**src/rtl/ifrt_pkg.sv**
```systemverilog
// Shared types and constants for the IPv4 fragment reassembly tracker.
// Depends on nothing; imported by the slot memory and the tracker.
package ifrt_pkg;

  localparam logic [2:0] KIND_DELIVER = 3'd0;
  localparam logic [2:0] KIND_MALFORM = 3'd1;
  localparam logic [2:0] KIND_STORED  = 3'd2;
  localparam logic [2:0] KIND_PIECE   = 3'd3;
  localparam logic [2:0] KIND_FULL    = 3'd4;
  localparam logic [2:0] KIND_EXPIRED = 3'd5;

  localparam logic       OP_HEADER = 1'b0;
  localparam logic       OP_TICK   = 1'b1;

  localparam logic [15:0] MIN_HEADER_BYTES = 16'd20;
  localparam logic [3:0]  ACCEPTED_VERSION = 4'd4;
  localparam logic [7:0]  TIMEOUT_AT_RESET = 8'd3;

  typedef struct packed {
    logic        op;
    logic [15:0] captured_length;
    logic [3:0]  version;
    logic [3:0]  header_words;
    logic [15:0] total_length;
    logic [15:0] ident;
    logic        more_fragments;
    logic [12:0] frag_offset;
    logic [7:0]  protocol;
    logic [31:0] src_addr;
    logic [31:0] dst_addr;
  } ifrt_in_t;

  typedef struct packed {
    logic [2:0]  kind;
    logic [3:0]  slot;
    logic [7:0]  out_protocol;
    logic [15:0] merged_length;
    logic        last;
  } ifrt_out_t;

  // One stored fragment: key, addresses, offset, flag, lengths, lifetime.
  typedef struct packed {
    logic [23:0] key;
    logic [31:0] src;
    logic [31:0] dst;
    logic [12:0] off;
    logic        more;
    logic [15:0] total;
    logic [3:0]  hwords;
    logic [7:0]  timer;
  } ifrt_entry_t;

  function automatic logic [15:0] data_len(input ifrt_entry_t e);
    data_len = e.total - {10'd0, e.hwords, 2'b00};
  endfunction

endpackage

```
**src/rtl/ifrt_slot_mem.sv**
```systemverilog
// Slot entry memory: one write port, one registered read port.
// Depends on ifrt_pkg.
module ifrt_slot_mem
  import ifrt_pkg::*;
#(
  parameter int unsigned SLOTS = 16,
  parameter int unsigned AW    = 4
) (
  input  logic         clk_i,
  input  logic         we_i,
  input  logic [AW-1:0] waddr_i,
  input  ifrt_entry_t  wdata_i,
  input  logic [AW-1:0] raddr_i,
  output ifrt_entry_t  rdata_o
);

  ifrt_entry_t mem_q [SLOTS];

  always_ff @(posedge clk_i) begin
    if (we_i) begin
      mem_q[waddr_i] <= wdata_i;
    end
    rdata_o <= mem_q[raddr_i];
  end

endmodule

```
**src/rtl/ifrt_order_mem.sv**
```systemverilog
// Arrival order list memory: one write port, one registered read port.
// Depends on nothing but its parameters.
module ifrt_order_mem #(
  parameter int unsigned SLOTS = 16,
  parameter int unsigned AW    = 4
) (
  input  logic          clk_i,
  input  logic          we_i,
  input  logic [AW-1:0] waddr_i,
  input  logic [AW-1:0] wdata_i,
  input  logic [AW-1:0] raddr_i,
  output logic [AW-1:0] rdata_o
);

  logic [AW-1:0] mem_q [SLOTS];

  always_ff @(posedge clk_i) begin
    if (we_i) begin
      mem_q[waddr_i] <= wdata_i;
    end
    rdata_o <= mem_q[raddr_i];
  end

endmodule

```
**src/rtl/ip_fragment_reassembly_tracker.sv**
```systemverilog
// IPv4 fragment reassembly tracker: slot memory plus sequencer.
// A dropped or delivered header gives its result the cycle after acceptance; a stored
// fragment walks the arrival list for a head at offset zero and its linked pieces, then
// emits the pieces of a complete chain and compacts, else reports itself stored; a tick
// reads each occupied slot, decrements its timer and compacts. Throughput: one item at a
// time, busy is high while it is worked (a stored or dropped result shows once busy is low);
// the receiver cannot stall. Reset clears valid bits, occupancy and timeout (to 3).
module ip_fragment_reassembly_tracker
  import ifrt_pkg::*;
#(
  parameter int unsigned SLOTS = 16
) (
  input  logic      clk_i,
  input  logic      rst_ni,
  input  logic      start,
  output logic      busy,
  input  ifrt_in_t  in_data_i,
  output logic      out_valid_o,
  output ifrt_out_t out_data_o,
  input  logic      cfg_valid_i,
  output logic      cfg_ready_o,
  input  logic [7:0] cfg_data_i
);

  localparam int unsigned AW = (SLOTS > 1) ? $clog2(SLOTS) : 1;
  localparam int unsigned CW = $clog2(SLOTS + 1);
  localparam logic [CW-1:0] SLOTS_C = CW'(SLOTS);

  typedef enum logic [14:0] {
    S_IDLE  = 15'h0001,
    S_FREE  = 15'h0002,
    S_HEADR = 15'h0004,   // wait head order read
    S_HEADE = 15'h0008,   // wait head entry read
    S_HEADC = 15'h0010,
    S_SRCHO = 15'h0020,   // wait candidate order read
    S_SRCHE = 15'h0040,   // wait candidate entry read
    S_SRCHC = 15'h0080,
    S_EMIT  = 15'h0100,   // wait chain entry read
    S_EMITC = 15'h0200,
    S_CMPO  = 15'h0400,   // compaction: read order
    S_CMPW  = 15'h0800,
    S_TICKO = 15'h1000,
    S_TICKE = 15'h2000,
    S_TICKC = 15'h4000
  } state_e;

  state_e state_q, state_d;

  logic [7:0]    timeout_q;
  logic [SLOTS-1:0] valid_q, valid_d;
  logic [CW-1:0] occ_q, occ_d;
  ifrt_in_t      in_q, in_d;
  logic [AW-1:0] ns_q, ns_d;
  logic [CW-1:0] h_q, h_d, j_q, j_d, len_q, len_d, p_q, p_d, n_q, n_d;
  logic [AW-1:0] head_q, head_d;
  ifrt_entry_t   hent_q, hent_d;
  logic [15:0]   nxt_q, nxt_d, merged_q, merged_d;
  logic [SLOTS-1:0] used_q, used_d;
  logic [AW-1:0] chain_q [SLOTS];
  logic          chain_we;
  logic [AW-1:0] chain_wa, chain_wd;
  logic          tick_q, tick_d;
  logic [AW-1:0] cur_q, cur_d;

  // memory ports
  logic          sm_we;
  logic [AW-1:0] sm_wa, sm_ra;
  ifrt_entry_t   sm_wd, sm_rd;
  logic          om_we;
  logic [AW-1:0] om_wa, om_wd, om_ra, om_rd;

  ifrt_slot_mem #(.SLOTS(SLOTS), .AW(AW)) u_slot_mem (
    .clk_i, .we_i(sm_we), .waddr_i(sm_wa), .wdata_i(sm_wd),
    .raddr_i(sm_ra), .rdata_o(sm_rd)
  );

  ifrt_order_mem #(.SLOTS(SLOTS), .AW(AW)) u_order_mem (
    .clk_i, .we_i(om_we), .waddr_i(om_wa), .wdata_i(om_wd),
    .raddr_i(om_ra), .rdata_o(om_rd)
  );

  logic          ov_d;
  ifrt_out_t     od_d;
  logic [AW-1:0] chain_rd;
  logic          cand_ok;

  assign busy        = (state_q != S_IDLE);
  assign cfg_ready_o = (state_q == S_IDLE);
  assign chain_rd    = chain_q[p_q[AW-1:0]];

  assign cand_ok = ({sm_rd.off[12:0], 3'b000} == nxt_q) && (sm_rd.key == hent_q.key)
                   && (sm_rd.src == hent_q.src) && (sm_rd.dst == hent_q.dst);

  always_comb begin
    state_d = state_q; valid_d = valid_q; occ_d = occ_q; in_d = in_q; ns_d = ns_q;
    h_d = h_q; j_d = j_q; len_d = len_q; p_d = p_q; n_d = n_q; head_d = head_q;
    hent_d = hent_q; nxt_d = nxt_q; merged_d = merged_q; used_d = used_q;
    tick_d = tick_q; cur_d = cur_q;
    sm_we = 1'b0; sm_wa = ns_q; sm_wd = '0; sm_ra = '0;
    om_we = 1'b0; om_wa = '0; om_wd = '0; om_ra = '0;
    chain_we = 1'b0; chain_wa = '0; chain_wd = '0;
    ov_d = 1'b0; od_d = '0;
    case (state_q)
      S_IDLE: begin
        if (start) begin
          in_d = in_data_i;
          tick_d = 1'b0;
          if (in_data_i.op == OP_TICK) begin
            tick_d = 1'b1;
            h_d = '0;
            state_d = (occ_q == '0) ? S_IDLE : S_TICKO;
            om_ra = '0;
          end else if (in_data_i.captured_length < MIN_HEADER_BYTES ||
                       in_data_i.version != ACCEPTED_VERSION) begin
            ov_d = 1'b1; od_d.kind = KIND_MALFORM; od_d.last = 1'b1;
          end else if (in_data_i.frag_offset == '0 && !in_data_i.more_fragments) begin
            ov_d = 1'b1; od_d.kind = KIND_DELIVER; od_d.last = 1'b1;
            od_d.out_protocol = in_data_i.protocol;
            od_d.merged_length = in_data_i.total_length;
          end else if (occ_q >= SLOTS_C) begin
            ov_d = 1'b1; od_d.kind = KIND_FULL; od_d.last = 1'b1;
          end else begin
            tick_d = 1'b0;
            state_d = S_FREE;
          end
        end
      end
      S_FREE: begin
        // first free slot by priority
        ns_d = '0;
        for (int k = SLOTS - 1; k >= 0; k--) begin
          if (!valid_q[k]) ns_d = AW'(k);
        end
        sm_we = 1'b1; sm_wa = ns_d;
        sm_wd.key = {in_q.ident, in_q.protocol};
        sm_wd.src = in_q.src_addr; sm_wd.dst = in_q.dst_addr;
        sm_wd.off = in_q.frag_offset; sm_wd.more = in_q.more_fragments;
        sm_wd.total = in_q.total_length; sm_wd.hwords = in_q.header_words;
        sm_wd.timer = timeout_q;
        valid_d[ns_d] = 1'b1;
        om_we = 1'b1; om_wa = occ_q[AW-1:0]; om_wd = ns_d;
        occ_d = occ_q + 1'b1;
        h_d = '0;
        state_d = S_HEADR;
      end
      S_HEADR: begin
        if (h_q >= occ_q) begin
          ov_d = 1'b1; od_d.kind = KIND_STORED; od_d.slot = 4'(ns_q);
          od_d.last = 1'b1;
          state_d = S_IDLE;
        end else begin
          om_ra = h_q[AW-1:0];
          state_d = S_HEADE;
        end
      end
      S_HEADE: begin
        head_d = om_rd; sm_ra = om_rd;
        state_d = S_HEADC;
      end
      S_HEADC: begin
        hent_d = sm_rd;
        if (sm_rd.off != '0) begin
          h_d = h_q + 1'b1;
          state_d = S_HEADR;
        end else begin
          used_d = '0; used_d[head_q] = 1'b1;
          chain_we = 1'b1; chain_wa = '0; chain_wd = head_q;
          len_d = CW'(1);
          nxt_d = data_len(sm_rd);
          j_d = '0;
          state_d = (SLOTS_C > CW'(1)) ? S_SRCHO : S_HEADR;
          if (SLOTS_C <= CW'(1)) h_d = h_q + 1'b1;
        end
      end
      S_SRCHO: begin
        if (j_q >= occ_q) begin
          // no link found: next head
          h_d = h_q + 1'b1;
          state_d = S_HEADR;
        end else begin
          om_ra = j_q[AW-1:0];
          state_d = S_SRCHE;
        end
      end
      S_SRCHE: begin
        cur_d = om_rd; sm_ra = om_rd;
        if (used_q[om_rd]) begin
          j_d = j_q + 1'b1;
          state_d = S_SRCHO;
        end else begin
          state_d = S_SRCHC;
        end
      end
      S_SRCHC: begin
        if (cand_ok) begin
          chain_we = 1'b1; chain_wa = len_q[AW-1:0]; chain_wd = cur_q;
          used_d[cur_q] = 1'b1;
          len_d = len_q + 1'b1;
          nxt_d = nxt_q + data_len(sm_rd);
          j_d = '0;
          if (!sm_rd.more) begin
            p_d = '0;
            state_d = S_EMIT;
          end else if (len_q + 1'b1 >= SLOTS_C) begin
            h_d = h_q + 1'b1;
            state_d = S_HEADR;
          end else begin
            state_d = S_SRCHO;
          end
        end else begin
          j_d = j_q + 1'b1;
          state_d = S_SRCHO;
        end
      end
      S_EMIT: begin
        sm_ra = chain_rd;
        state_d = S_EMITC;
      end
      S_EMITC: begin
        if (p_q == '0) merged_d = sm_rd.total;
        else merged_d = merged_q + data_len(sm_rd);
        ov_d = 1'b1; od_d.kind = KIND_PIECE; od_d.slot = 4'(chain_rd);
        od_d.out_protocol = hent_q.key[7:0]; od_d.merged_length = merged_d;
        od_d.last = (p_q + 1'b1 == len_q);
        valid_d[chain_rd] = 1'b0;
        p_d = p_q + 1'b1;
        if (p_q + 1'b1 == len_q) begin
          h_d = '0; n_d = '0;
          state_d = S_CMPO;
        end else begin
          state_d = S_EMIT;
        end
      end
      S_CMPO: begin
        if (h_q >= occ_q) begin
          occ_d = n_q;
          state_d = S_IDLE;
        end else begin
          om_ra = h_q[AW-1:0];
          state_d = S_CMPW;
        end
      end
      S_CMPW: begin
        if (valid_q[om_rd]) begin
          om_we = 1'b1; om_wa = n_q[AW-1:0]; om_wd = om_rd;
          n_d = n_q + 1'b1;
        end
        h_d = h_q + 1'b1;
        state_d = S_CMPO;
      end
      S_TICKO: begin
        om_ra = h_q[AW-1:0];
        state_d = S_TICKE;
      end
      S_TICKE: begin
        cur_d = om_rd; sm_ra = om_rd;
        state_d = S_TICKC;
      end
      S_TICKC: begin
        sm_we = 1'b1; sm_wa = cur_q; sm_wd = sm_rd;
        sm_wd.timer = sm_rd.timer - 8'd1;
        if (sm_wd.timer == 8'd0) begin
          valid_d[cur_q] = 1'b0;
          ov_d = 1'b1; od_d.kind = KIND_EXPIRED; od_d.slot = 4'(cur_q);
        end
        h_d = h_q + 1'b1;
        if (h_q + 1'b1 >= occ_q) begin
          h_d = '0; n_d = '0;
          state_d = S_CMPO;
        end else begin
          state_d = S_TICKO;
        end
      end
      default: state_d = S_IDLE;
    endcase
  end

  // Tick results: last marks the final expiry, known only after the sweep;
  // hold each expiry one slot and release it when the next one or the end shows.
  logic      pend_q, pend_d;
  ifrt_out_t pendo_q, pendo_d;
  logic      ov_q;
  ifrt_out_t od_q;
  logic      tick_end;

  assign tick_end = tick_q && (state_q == S_CMPO) && (state_d == S_IDLE);

  always_comb begin
    pend_d = pend_q; pendo_d = pendo_q;
    out_valid_o = ov_q; out_data_o = od_q;
    if (tick_q && ov_q) begin
      out_valid_o = pend_q; out_data_o = pendo_q;
      pend_d = 1'b1; pendo_d = od_q;
    end else if (tick_q && pend_q && tick_end) begin
      out_valid_o = 1'b1; out_data_o = pendo_q; out_data_o.last = 1'b1;
      pend_d = 1'b0;
    end
  end

  always_ff @(posedge clk_i or negedge rst_ni) begin
    if (!rst_ni) begin
      state_q <= S_IDLE; valid_q <= '0; occ_q <= '0; timeout_q <= TIMEOUT_AT_RESET;
      ov_q <= 1'b0; pend_q <= 1'b0; tick_q <= 1'b0;
    end else begin
      state_q <= state_d; valid_q <= valid_d; occ_q <= occ_d;
      ov_q <= ov_d; pend_q <= pend_d; tick_q <= tick_d;
      if (cfg_valid_i && cfg_ready_o) timeout_q <= cfg_data_i;
    end
  end

  always_ff @(posedge clk_i) begin
    in_q <= in_d; ns_q <= ns_d; h_q <= h_d; j_q <= j_d; len_q <= len_d;
    p_q <= p_d; n_q <= n_d; head_q <= head_d; hent_q <= hent_d; nxt_q <= nxt_d;
    merged_q <= merged_d; used_q <= used_d; cur_q <= cur_d; od_q <= od_d;
    pendo_q <= pendo_d;
    if (chain_we) chain_q[chain_wa] <= chain_wd;
  end

  // The tick path ends in a final compaction; after any compaction, occupancy stays within the slot count.
  a_tick_idle: assert property (@(posedge clk_i) disable iff (!rst_ni)
    (state_q == S_CMPO && state_d == S_IDLE) |=> (occ_q <= SLOTS_C))
    else $error("occupancy beyond slot count");
  a_occ_bound: assert property (@(posedge clk_i) disable iff (!rst_ni)
    (occ_q <= SLOTS_C)) else $error("occupancy overflow");
  a_no_pend_idle: assert property (@(posedge clk_i) disable iff (!rst_ni)
    (state_q == S_IDLE && !tick_q) |-> !pend_q) else $error("stale held result");

endmodule
```
**config.mk**
```make
export PLATFORM = sky130hd
export DESIGN_NAME = ip_fragment_reassembly_tracker
export DESIGN_NICKNAME = d
export VERILOG_FILES = /design/src/rtl/ifrt_pkg.sv /design/src/rtl/ifrt_slot_mem.sv /design/src/rtl/ifrt_order_mem.sv /design/src/rtl/ip_fragment_reassembly_tracker.sv
export SDC_FILE = /design/constraint.sdc
export NUM_CORES = 2
export LEC_CHECK = 0
export BUFFER_PORTS_ARGS = -buffer_cell sky130_fd_sc_hd__buf_2
export CAP_MARGIN = 10
export CORE_ASPECT_RATIO = 1.1
export CORE_UTILIZATION = 25
export DETAILED_ROUTE_END_ITERATION = 12
export PLACE_DENSITY_LB_ADDON = 0.1
export SETUP_SLACK_MARGIN = 0.2
export SKIP_CTS_REPAIR_TIMING = 1
export SLEW_MARGIN = 20
export SYNTH_ARGS = -nofsm -noshare
export SYNTH_HDL_FRONTEND = slang
export SYNTH_SLANG_ARGS = --single-unit
export TNS_END_PERCENT = 1
```
**constraint.sdc**
```tcl
create_clock -name clk_i -period 10.45 [get_ports clk_i]
set_clock_uncertainty 0.1 [all_clocks]
set_input_delay 2.09 -clock clk_i [delete_from_list [all_inputs] [get_ports clk_i]]
set_output_delay 2.09 -clock clk_i [all_outputs]
set_load 0.01 [all_outputs]
```
==> results.yml <==
run_status:
  status: "finished clean"
die:
  io_pins: 190
  die_h_um: 688
  initial_core_util_pct: 25.2
  rows: 251
  fp.coreArea_um2: 425000
  dieArea_um2: 430000
  die_width_um: 626
cts:
  clkTransAtPathRegs_ns: 0.05
  cts.htree.levels: 5
  cts.sink_count: 2752
  cts_tree: "yes"
  clk_latency_ns: 0.95
  root_buffer: "clkbuf_16"
  clock_path_buffers: 4
  cts_buffers: 326
cells_and_area:
  final_cell_mix: "edfxtp_1, nand2_1, clkbuf_16, a21oi_1, a221oi_1"
  fin_cells: 12600
  syn_to_final_growth_pct: 17.7
  fin_area_um2: 126000
  fin_nets: 6885
  final_common_cell: "edfxtp_1"
  drive_above_1_share_pct: 16.8
power_and_ir_drop:
  worst_ir_drop_vdd_mv: 0.133
  power_leakage_nw: 43.3
  p_per_area_nw_per_um2: 201
setup_path:
  crit_chain: "buf_2 -> nor4b_1 -> a41oi_1 -> o21ai_0 -> o41ai_2 -> and4_1 -> nor2_4 -> buf_4 -> mux2_2 -> buf_2"
  cp-end-kind: "output pin"
  worstPathArrival_ns: 5.88
  path_max_fanout: 21
  crit_type: "in2out"
  cp_top_family: "simple AND/OR/NAND/NOR gates"
  critPathMaxStageDelay_ns: 0.89
  critPathRequiredTime_ns: 8.26
  path_buf_inv: 3
  cp_common_cell: "buf_2"
  worstSetupStartpointType: "input pin"
  slowest_stage: "nor4b_1"
logic_synthesis:
  yosys_warnings: 0
  synthCells: 6394
  ys_seq_elements: 2752
  syn_area_um2: 107000
  synth_seq_area_share_pct: 75.4
  synth-async-reset-ratio_pct: 1.71
  synth_nets: 6611
  synth_edf_count: 2535
  synth_flop_cell: "edfxtp_1"
  avgSynthCellArea_um2: 16.7
  synth_cell_types: 88
detailed_routing:
  postRouteAntennaNets: 0
  via_per_inst: 4.82
  dr.pass1.iters: 6
  remaining_drc_errors: 0
  drt_wl_total_um: 376000
  via_count: 61000
  wl_per_cell_um: 29.7
  drt_iter0_markers: 5078
placement:
  detailed_place_hpwl_um: 200000
  placed_area_um2: 115000
  dpl_worst_slack_ns: 2.37
  dp_cells: 12000
  io_buffers: 187
  place.gp.congestion: 0.735
min_path:
  hp-class: "reg2reg"
run:
  cap_violations: 0
timing:
  setup_ws_ns: 2.38
  maxSlewViolCount: 0
  fin_crit_ns: 8.07
  hold_viol: 0
  finalSetupTns_ns: 0
  fin_crit_sh_pct: 77.2
  finalSetupViolCount: 0
  rsz0062_at_grt: "no"
  tightest_slew_ns: 1.21
  relSlewSlack_pct: 18.9
  fmax_mhz: 124
global_route:
  track_usage_pct: 17.1
  grt_max_degree: 141
  antenna_found_initial: 23
  grt_pass1_vias: 62200
  grt.overflow.total: 0
  grt_pass1_wl_um: 516000
area by class of cell:
cell class / count / area [um2]
clock inverter: 146 / 1540
antenna: 6 / 15.0
timing repair buffer: 328 / 2380
multi-input combinational: 3196 / 24700
sequential: 2752 / 80700
inverter: 64 / 262
clock buffer: 461 / 9160
fill: 42200 / 299000
tap: 5692 / 7120
metal layers:
metal | up-vias | track usage, % | wire (um)
li1 | 26400 | - | -
met1 | 32400 | 23.1 | 167000
met2 | 1681 | 28.1 | 179000
met3 | 460 | 2.76 | 19200
met4 | 2 | 4.94 | 10400
met5 | - | 0 | 9
synth_stat cells, types with 33 or more instances:
cell type	count	area (um2)
nand4_1	40	250
xnor2_1	34	298
nand3_1	42	210
xor2_1	127	1110
inv_1	62	233
a31oi_1	121	757
nand2_1	646	2420
ha_1	59	738
buf_2	83	415
mux2i_1	152	1520
mux2_2	55	619
clkbuf_1	238	893
edfxtp_1	2535	76100
o21ai_0	112	561
dfrtp_1	44	1100
nor4_1	46	288
a21oi_1	307	1540
mux4_2	218	4910
o22ai_1	111	694
a221oi_1	261	2290
nor2_1	184	691
nor3_1	33	165
dfxtp_1	170	3400
a211oi_1	153	1150
a22o_1	146	1280
a32oi_1	72	631
power by group:
| group | leakage (nW) | total [mW] | switching, mW | internal [mW] |
|---|---|---|---|---|
| clock | 5.26 | 11.5 | 4.74 | 6.71 |
| sequential | 28.9 | 12.5 | 0.274 | 12.2 |
| combinational | 9.13 | 1.35 | 0.938 | 0.413 |
sequential cells by signal (all words and copies together), names as in the netlist, 5 cells and up, named ones only:
register	count
pendo_q	32
valid_q	16
hent_q	88
j_q	5
nxt_q	16
timeout_q	8
u_slot_mem.mem_q	2080
used_q	16
chain_q	64
p_q	5
od_q	32
occ_q	5
u_slot_mem.rdata_o	130
n_q	5
h_q	5
state_q	15
in_q	122
len_q	5
merged_q	16
u_order_mem.mem_q	64
stage by stage:
step	power, mW	hold WS, ns	utilization [%]
floorplan	13.3	0.303	-
global placement	14.1	0.316	27.1
detailed placement	14.1	0.317	27.1
CTS	25.7	0.332	29.6
global route	26.2	0.350	29.6
finish	25.3	0.332	29.6
worst paths after layout:
kind                                       from                                end  slack [ns]  depth (start not counted)
max in group asynchronous                rst_ni               state_q[4]$_DFF_PN0_        8.52                          2
setup / recovery                 in_data_i[123]                     out_data_o[22]        2.38                         10
hold reg to reg                 od_q[0]$_DFF_P_               pendo_q[0]$_DFFE_PP_        0.33                          0
setup reg to reg           state_q[2]$_DFF_PN0_  u_slot_mem.mem_q[6][86]$_DFFE_PP_        4.73                          9
hold / removal                  od_q[0]$_DFF_P_               pendo_q[0]$_DFFE_PP_        0.33                          0
min in group asynchronous                rst_ni             valid_q[9]$_DFFE_PN0P_        1.21                          2
cell families after synthesis:
kind of cell | after synthesis | share of synthesized area, %
xor gates and xnor gates | 162 | 1.34
adders and majority gates | 62 | 0.746
DFF | 2752 | 75.4
buffers and inverters | 446 | 1.78
muxes | 425 | 6.59
and+or+nand+nor | 1129 | 4.70
AOI/OAI and AO/OA | 1418 | 9.39
worst register-to-register path, cell delays in order, from the launching register on:
cell     delay, ns
dfrtp_1       0.46
or4_1         0.59
nor3_2        0.34
and4_4        0.59
buf_4         0.74
a22o_1        0.26
a21oi_1       0.07
or3_1         0.56
nor2_4        0.77
buf_4         0.80
Note: power is estimated with default switching activity, not from simulation.
